===== config.mk =====
export PLATFORM = sky130hd
export DESIGN_NAME = ilp5_csr
export DESIGN_NICKNAME = d
export VERILOG_FILES = /design/src/sv/ilp5_pkg.sv /design/src/sv/ilp5_csr.sv
export SDC_FILE = /design/constraint.sdc
export NUM_CORES = 1
export LEC_CHECK = 0
export BUFFER_PORTS_ARGS = -buffer_cell sky130_fd_sc_hd__buf_4
export CORE_MARGIN = 2
export CORE_UTILIZATION = 46
export CTS_CLUSTER_DIAMETER = 200
export CTS_CLUSTER_SIZE = 16
export DETAILED_ROUTE_END_ITERATION = 10
export PLACE_DENSITY = 0.81
export SLEW_MARGIN = 20
export SYNTH_ARGS = -nofsm -noshare
export SYNTH_HDL_FRONTEND = slang
export SYNTH_SLANG_ARGS = --single-unit

===== constraint.sdc =====
create_clock -name clock -period 1.55 [get_ports clock]
set_clock_uncertainty 0.2 [all_clocks]
set_input_delay 0.31 -clock clock [delete_from_list [all_inputs] [get_ports clock]]
set_output_delay 0.31 -clock clock [all_outputs]
set_load 0.005 [all_outputs]

===== src/sv/ilp5_pkg.sv =====
package ilp5_pkg;

   // default widths of the sample and coefficient words
   localparam int DEF_SAMPLE_WIDTH = 16;
   localparam int DEF_COEF_WIDTH   = 32;

   // coefficients are Q5.26 at the default width: six integer bits incl. sign
   localparam int COEF_INT_BITS = 6;

   // fraction bits kept in the output history
   localparam int HIST_FRAC = 8;

   // accumulator wraps modulo 2^ACC_W
   localparam int ACC_W = 64;

   localparam int NUM_TAPS    = 5;
   localparam int NUM_REGS    = 6;
   localparam int CSR_INDEX_W = 3;

   // register indexes
   localparam logic [CSR_INDEX_W-1:0] REG_FF_GAIN = 3'd0;
   localparam logic [CSR_INDEX_W-1:0] REG_FB_1    = 3'd1;
   localparam logic [CSR_INDEX_W-1:0] REG_FB_2    = 3'd2;
   localparam logic [CSR_INDEX_W-1:0] REG_FB_3    = 3'd3;
   localparam logic [CSR_INDEX_W-1:0] REG_FB_4    = 3'd4;
   localparam logic [CSR_INDEX_W-1:0] REG_FB_5    = 3'd5;

   // binomial numerator weights for the past inputs, newest first
   localparam int TAP_WEIGHT [NUM_TAPS] = '{5, 10, 10, 5, 1};

endpackage


===== src/sv/ilp5_csr.sv =====
module ilp5_csr #(
   parameter int COEF_WIDTH = ilp5_pkg::DEF_COEF_WIDTH
) (
   input  logic                                 clock,
   input  logic                                 reset,
   input  logic                                 wr_en,
   input  logic [ilp5_pkg::CSR_INDEX_W-1:0]     index,
   input  logic [COEF_WIDTH-1:0]                wdata,
   output logic signed [COEF_WIDTH-1:0]         coef [ilp5_pkg::NUM_REGS]
);

   logic signed [COEF_WIDTH-1:0] coef_ff [ilp5_pkg::NUM_REGS];
   logic signed [COEF_WIDTH-1:0] coef_in [ilp5_pkg::NUM_REGS];

   always_comb begin
      coef_in = coef_ff;
      if (wr_en) begin
         unique case (index)
            ilp5_pkg::REG_FF_GAIN: coef_in[0] = wdata;
            ilp5_pkg::REG_FB_1:    coef_in[1] = wdata;
            ilp5_pkg::REG_FB_2:    coef_in[2] = wdata;
            ilp5_pkg::REG_FB_3:    coef_in[3] = wdata;
            ilp5_pkg::REG_FB_4:    coef_in[4] = wdata;
            ilp5_pkg::REG_FB_5:    coef_in[5] = wdata;
            default:               coef_in = coef_ff;  // drop writes past the list
         endcase
      end
   end

   always_ff @(posedge clock) begin
      if (reset) begin
         for (int i = 0; i < ilp5_pkg::NUM_REGS; i++) coef_ff[i] <= '0;
      end else begin
         coef_ff <= coef_in;
      end
   end

   assign coef = coef_ff;

endmodule


==> results.json, run 1 <==
{
  "routed_via_density": 4.87,
  "grt_max_degree": 60,
  "power.total_uw": 10200,
  "gr-total-overflow": 0,
  "maxSlewViolCount": 0,
  "detail-route-antenna-nets": 0,
  "rows": 46,
  "crit_path_max_fanout": 2,
  "hold_class": "in2reg",
  "hold-path-cell-count": 3,
  "die_w_um": 132,
  "netlist_instances": 664,
  "start_util": 0.471,
  "whs_ns": 0.0896,
  "r2r_start": "coef[26]",
  "holdPathEnd": "coef[158]",
  "fin_crit_ns": 1.43,
  "syn_area_per_cell_um2": 11.3,
  "synth_cell_types": 11,
  "first_global_vias": 5480,
  "worstSetupPathType": "reg2out",
  "largest_register_ffs": 192,
  "drt_drc_violations_left": 0,
  "diodes": 0,
  "crit_chain": "buf_4",
  "clockRootBuffer": "clkbuf_16",
  "rsz0062_at_grt": "false",
  "fmax_mhz": 700,
  "dpl.hpwl_um": 13300,
  "synth_top_area_cell": "dfxtp_1",
  "cts_max_level": 4,
  "grt_usage": 0.221,
  "coreArea_mm2": 0.0159,
  "synthTopCellsByArea": "dfxtp_1, mux2i_1, nand2b_1, clkbuf_1, buf_2",
  "fin_nets": 940,
  "fin_crit_sh": 0.922,
  "cts_num_sinks": 192,
  "fin_util": 0.645,
  "cp-start-kind": "flip-flop",
  "fin_cells": 1128,
  "first_pass_iters": 4,
  "placedCellCount": 1099,
  "ioPinCount": 230,
  "numCtsBuffers": 17,
  "insertion_delay_ns": 0.42,
  "r2r_setup_slack_ns": 0.66,
  "hold_violations": 0,
  "reg2reg_to": "coef[26]",
  "maxCapViolCount": 0,
  "yosysSeqAreaShare": 0.514,
  "crit_slowest_cell": "dfxtp_1",
  "io_buffer_count": 229,
  "drive_gt1_frac": 0.329,
  "crit_required_ns": 1.04,
  "synth-seq-cells": 192,
  "synth_top_area_frac": 0.514,
  "outcome": "completed",
  "dr_total_vias": 5491,
  "peakVddDrop_mv": 0.730,
  "die-area_mm2": 0.0173,
  "netlist_area_mm2": 0.00748,
  "cp_num_buf_inv": 1,
  "drtIter0Drc": 214,
  "wl_per_cell_um": 16.9,
  "tightest_slew_ns": 0.364,
  "fillerInstances": 1313,
  "cts.path.max_buffers": 2,
  "die_h_um": 132,
  "worst_setup_path_end_kind": "primary output",
  "cts_tree": "built",
  "syn_to_final_growth_pct": 37.0,
  "hold_start": "wdata[30]",
  "gp_congestion": 0.812,
  "setup_viol": 0,
  "antenna_found_initial": 0,
  "syn_nets": 702,
  "crit_family": "flip-flops",
  "ff2ff_path_depth": 2,
  "cts_hold_buf": 0,
  "p_leak_uw": 0.00521,
  "grt_pass1_wl_um": 30200,
  "p_per_area_mw_per_mm2": 992,
  "slew_headroom": 0.757,
  "critPathArrivalTime_ns": 0.92,
  "drt_wl_total_um": 19000,
  "ys.warnings.count": 0,
  "clk_pin_slew_worst_paths_ns": 0.07,
  "cts_setup_buffers": 0,
  "post_cts_resize_count": 0,
  "critPathMaxStageDelay_ns": 0.37
}
cells in the mapped netlist:
master and count:
nand2b_1 224, dfxtp_1 192, mux2i_1 192, clkbuf_1 27, buf_2 18, buf_6 3
nand4bb_1 3, nand4b_1 2, and4bb_2 1, nor4b_1 1, or4b_4 1
power breakdown:
group	internal [uW]	total, uW	switching (uW)
clock network	2400	4220	1820
registers	5040	5100	61.6
logic	460	833	373
layer usage:
metal	vias to the layer above	wire, um	global-route usage
met1	2613	8510	0.279
met4	0	498	0.0936
met2	172	8880	0.358
li1	2675	-	-
met3	31	1150	0.0563
met5	-	0	0
logic make-up after synthesis:
logic type,after synthesis,share of synthesized area
and+or+nand+nor,232,0.199
muxes,192,0.257
DFF,192,0.514
buffers and inverters,48,0.0301
metrics by stage:
step	setup TNS (ns)	area (um2)	worst slack [ns]
finish	0	10200	0.121
detailed placement	-3.23	9680	-0.0970
CTS	0	10200	0.0911
global route	0	10200	0.0791
floorplan	-0.363	7490	-0.0363
global placement	-1.90	9680	-0.0792
cell usage in the layout, fill, tap and decap left out, drive strengths merged, types with 2 or more instances in the layout:
master and count:
nand4bb 3, clkinv 3, buf 267, mux2i 192
clkinvlp 2, bufinv 2, nand2b 224, dfxtp 192
nand4b 2, clkbuf 20, inv 2
worst max path at each step:
stage	startpoint	endpoint	slack (ns)	cells past startpoint
2_1_floorplan	index[0]	coef[182]	-0.04	5
3_3_place_gp	index[1]	coef[185]	-0.08	3
3_5_place_dp	index[1]	coef[187]	-0.1	3
4_1_cts	coef[88]	coef[88]	0.09	1
5_1_grt	coef[172]	coef[172]	0.08	1
6_report	coef[181]	coef[181]	0.12	1
worst min-delay path, cell delays in order:
cell and delay, ns:
buf_4 0.07, nand2b_1 0.12, mux2i_1 0.15
layout make-up:
class                   count  area (um2)  share of cell area
clock buffers              20         447              0.0436
clock inverters             9         111              0.0109
multi-input cells         424        3450               0.337
flip-flops and latches    192        3840               0.375
well taps                 216         270              0.0264
repair buffers            267        2120               0.207
Note: power is estimated with default switching activity, not from simulation.
==> run 2, diff against run 1 <==
Settings changed: CTS_BUF_LIST from default to sky130_fd_sc_hd__clkbuf_16, SETUP_SLACK_MARGIN from default to 0.5.
==> run 2 against run 1 <==
Net effect:
- the flow now finishes with violations (negative hold slack)
- setup slack better by 0.0047 ns
- clock power up 7.3%
- sequential share of layout area down 6.1 points
- combinational power is 51% higher
- non-clock buffer count grew 134
- register-to-register slack got worse by 0.18 ns
- global-route usage is 6.0 points higher
- total power up 7.7%
- cell count grew 12%
- worst hold slack worse by 0.10 ns
- largest cell class is now buffers
- largest power group unchanged
==> results.json, run 2 (synthesis results as in run 1) <==
{
  "outcome": "finished with violations",
  "violations": "negative hold slack",
  "tns_ns": 0,
  "final_common_cell": "buf_6",
  "drt_wl_total_um": 26600,
  "cts.path.max_buffers": 2,
  "wl_per_cell_um": 21.0,
  "io_buffer_count": 229,
  "p_per_area_mw_per_mm2": 839,
  "fin_nets": 1075,
  "dpl.hpwl_um": 13700,
  "first_global_vias": 6639,
  "fin_crit_ns": 1.42,
  "setup_viol": 0,
  "diodes": 0,
  "tightest_slew_ns": 0.338,
  "gr-total-overflow": 0,
  "drive_gt1_frac": 0.618,
  "mostFrequentLayoutCells": "buf_6, nand2b_1, dfxtp_2",
  "grt_pass1_wl_um": 37900,
  "detail-route-antenna-nets": 0,
  "crit_chain": "buf_6",
  "crit_family": "flip-flops",
  "hold_violations": 2,
  "gp_congestion": 0.748,
  "start_util": 0.471,
  "cp_num_buf_inv": 1,
  "rows": 46,
  "critPathMaxStageDelay_ns": 0.37,
  "grt_usage": 0.281,
  "syn_to_final_growth_pct": 74.2,
  "die_w_um": 132,
  "crit_path_max_fanout": 2,
  "antenna_found_initial": 0,
  "ioPinCount": 230,
  "worstSetupPathType": "reg2out",
  "crit_required_ns": 1.04,
  "largest_register_ffs": 192,
  "maxSlewViolCount": 0,
  "dr_total_vias": 6456,
  "critPathArrivalTime_ns": 0.91,
  "clockRootBuffer": "clkbuf_16",
  "worst_setup_path_end_kind": "primary output",
  "fin_util": 0.820,
  "whs_ns": -0.0115,
  "fin_crit_sh": 0.919,
  "drtIter0Drc": 269,
  "cts_num_sinks": 192,
  "drt_drc_violations_left": 0,
  "peakVddDrop_mv": 0.909,
  "clk_pin_slew_worst_paths_ns": 0.08,
  "coreArea_mm2": 0.0159,
  "p_leak_uw": 0.00652,
  "die-area_mm2": 0.0173,
  "rsz0062_at_grt": "true",
  "fillerInstances": 820,
  "first_pass_iters": 5,
  "placedCellCount": 1112,
  "cp-start-kind": "flip-flop",
  "die_h_um": 132,
  "fmax_mhz": 702,
  "insertion_delay_ns": 0.43,
  "cts_max_level": 4,
  "grt_max_degree": 52,
  "fin_cells": 1266,
  "slew_headroom": 0.775,
  "routed_via_density": 5.10,
  "cts_tree": "built",
  "crit_slowest_cell": "dfxtp_2",
  "hold_class": "in2reg",
  "maxCapViolCount": 0,
  "numCtsBuffers": 17
}
## run 2: cell types whose count changed in the layout (fill, tap and decap cells not counted), moves of 4 or more
cell | previous run | this run
buf_6 | 0 | 210
dfxtp_1 | 192 | 0
dfxtp_2 | 0 | 190
buf_4 | 258 | 141
nand2b_1 | 224 | 193
nand2b_4 | 0 | 31
buf_12 | 9 | 22
dlygate4sd3_1 | 0 | 12
buf_16 | 0 | 7
buf_8 | 0 | 7
mux2i_1 | 192 | 188
## run 2: final timing paths
check,from,end,slack [ns],cells after the start
max,coef[142],coef[142],0.13,1
max reg2reg,coef[106],coef[106],0.48,4
min reg2reg,coef[49],coef[49],0.28,2
min,wdata[13],coef[141],-0.01,3
## run 2: per-layer routing
| metal | wire length, um | vias up | GRT usage | share of wire |
|---|---|---|---|---|
| li1 | - | 2948 | - | - |
| met1 | 10600 | 3206 | 0.328 | 0.40 |
| met2 | 13700 | 255 | 0.491 | 0.51 |
| met3 | 1540 | 47 | 0.0694 | 0.058 |
| met4 | 767 | 0 | 0.119 | 0.029 |
| met5 | 0 | - | 0 | 0 |
## run 2: report_power, final
part           switching [uW]  leakage, uW  internal (uW)
Combinational             498      0.00458            761
Clock                    2000     0.000295           2540
Sequential               87.2      0.00165           5060
## run 2: metrics by stage
| stage | worst slack [ns] | total power [uW] | area, um2 |
|---|---|---|---|
| global placement | -0.0648 | 6130 | 10100 |
| CTS | 0.138 | 10800 | 12500 |
| floorplan | -0.0362 | 5710 | 7970 |
| detailed placement | -0.116 | 6140 | 10100 |
| finish | 0.125 | 10900 | 13000 |
| global route | 0.104 | 11200 | 13000 |
## run 2: final cells by class
class	count	area (um2)	share of cell area
multi-input cells	425	3760	0.288
clock inverters	15	170	0.0131
repair buffers	401	4320	0.331
flip-flops and latches	192	4090	0.314
clock buffers	17	425	0.0326
well taps	216	270	0.0207
## run 2: repair_timing
| action | CTS | global route |
|---|---|---|
| cloned | 10 | 1 |
| gates resized for setup | 426 | 28 |
| endpoints found under the setup margin | 338 | 372 |
| hold buffers | 13 | 0 |
| pin swaps | 5 | 4 |
| setup buffers | 52 | 46 |
| endpoints found under the hold margin | 59 | 0 |
==> run 3, diff against run 2 <==
Settings changed: CORE_ASPECT_RATIO from default to 0.7.
==> run 3 against run 2 <==
Net effect:
- the flow now finishes without violations
- flip-flop and latch count is the same
- setup slack gained 0.029 ns
- critical path depth is the same
- core utilization grew 0.29 points
- final area shrank 0.88%
- sequential power is essentially flat
- routed wire length shrank 7.7%
- die area is essentially flat
- total power shrank 3.7%
- combinational power shrank 3%
- largest power group unchanged
- highest routed layer unchanged
==> results.json, run 3 (synthesis results as in run 1) <==
{
  "hold_class": "in2reg",
  "rows": 38,
  "antenna_found_initial": 0,
  "first_global_vias": 6382,
  "die_w_um": 156,
  "routed_via_density": 4.99,
  "cts_max_level": 4,
  "cp-start-kind": "flip-flop",
  "syn_to_final_growth_pct": 72.7,
  "setup_viol": 0,
  "maxCapViolCount": 0,
  "fin_crit_ns": 1.40,
  "p_per_area_mw_per_mm2": 816,
  "crit_chain": "buf_6",
  "p_leak_uw": 0.00645,
  "cp_num_buf_inv": 1,
  "rsz0062_at_grt": "true",
  "fin_nets": 1052,
  "diodes": 0,
  "clockRootBuffer": "clkbuf_16",
  "io_buffer_count": 229,
  "critPathMaxStageDelay_ns": 0.37,
  "r2r_start": "coef[12]",
  "crit_path_max_fanout": 2,
  "maxSlewViolCount": 0,
  "cts_num_sinks": 192,
  "slew_headroom": 0.789,
  "ioPinCount": 230,
  "gp_congestion": 0.775,
  "insertion_delay_ns": 0.41,
  "mostFrequentLayoutCells": "buf_6, nand2b_1, dfxtp_2",
  "die-area_mm2": 0.0173,
  "grt_pass1_wl_um": 36300,
  "dr_total_vias": 6118,
  "start_util": 0.477,
  "drive_gt1_frac": 0.621,
  "first_pass_iters": 4,
  "fin_crit_sh": 0.900,
  "outcome": "completed",
  "gr-total-overflow": 0,
  "detail-route-antenna-nets": 0,
  "grt_max_degree": 50,
  "critPathArrivalTime_ns": 0.89,
  "grt_usage": 0.273,
  "tightest_slew_ns": 0.317,
  "crit_family": "flip-flops",
  "power.total_uw": 10500,
  "tns_ns": 0,
  "largest_register_ffs": 192,
  "crit_path_start": "coef[18]",
  "cts_tree": "built",
  "clk_pin_slew_worst_paths_ns": 0.07,
  "numCtsBuffers": 17,
  "fmax_mhz": 717,
  "hold_start": "wdata[14]",
  "hold_violations": 0,
  "peakVddDrop_mv": 0.642,
  "die_h_um": 111,
  "final_common_cell": "buf_6",
  "coreArea_mm2": 0.0157,
  "cts.path.max_buffers": 2,
  "dpl.hpwl_um": 13500,
  "drtIter0Drc": 277,
  "crit_required_ns": 1.04,
  "drt_drc_violations_left": 0,
  "worst_setup_path_end_kind": "primary output",
  "crit_slowest_cell": "dfxtp_2",
  "drt_wl_total_um": 24600,
  "worstSetupPathType": "reg2out",
  "wl_per_cell_um": 20.0
}
[run 3: cell types whose count changed in the layout (fill, tap and decap cells not counted), sizes merged]
| cell | change |
|---|---|
| clkinv | +6 |
| clkinvlp | -2 |
| bufinv | -3 |
| dlygate4sd3 | -8 |
| inv | -1 |
| clkbuf | +4 |
| buf | -19 |
[run 3: what timing repair did]
| item | CTS | global route |
|---|---|---|
| gates resized for setup | 430 | 20 |
| hold buffers | 5 | 0 |
| setup buffers | 55 | 36 |
| setup endpoints to repair | 355 | 384 |
| pin swaps | 5 | 5 |
| hold endpoints to repair | 25 | 0 |
| cloned | 16 | 3 |
[run 3: cell type report]
class	count	area, um2
clock buffers	17	425
clock inverters	15	133
fillers	834	2780
multi-input cells	425	3750
flip-flops and latches	192	4090
well taps	200	250
repair buffers	378	4270
[run 3: report_power, final]
part / internal (uW) / total [uW] / switching (uW)
registers: 5050 / 5140 / 83.9
clock network: 2110 / 4180 / 2070
logic: 745 / 1220 / 476
total: 7910 / 10500 / 2620
[run 3: final timing paths]
| path | end | slack (ns) | depth (start not counted) |
|---|---|---|---|
| max | coef[18] | 0.15 | 1 |
| min | coef[110] | 0.009 | 3 |
| max reg2reg | coef[12] | 0.50 | 4 |
| min reg2reg | coef[151] | 0.28 | 2 |
[run 3: layer usage]
metal	global-route usage	vias up	wire (um)
li1	-	2923	-
met1	0.348	2995	10800
met2	0.460	182	11800
met3	0.0797	18	1740
met4	0.0606	0	242
met5	0	-	0
[run 3: metrics by stage]
step / instances / hold WS [ns] / utilization / area [um2] / setup WS [ns]
2_1_floorplan: 664 / 0.264 / - / 7970 / -0.0362
3_3_place_gp: 1080 / 0.257 / 0.632 / 9920 / -0.0725
3_5_place_dp: 1080 / 0.265 / 0.632 / 9920 / -0.0936
4_1_cts: 1188 / -0.00424 / 0.797 / 12500 / 0.135
5_1_grt: 1227 / 0.00343 / 0.823 / 12900 / 0.127
6_report: 1227 / 0.00858 / 0.823 / 12900 / 0.155
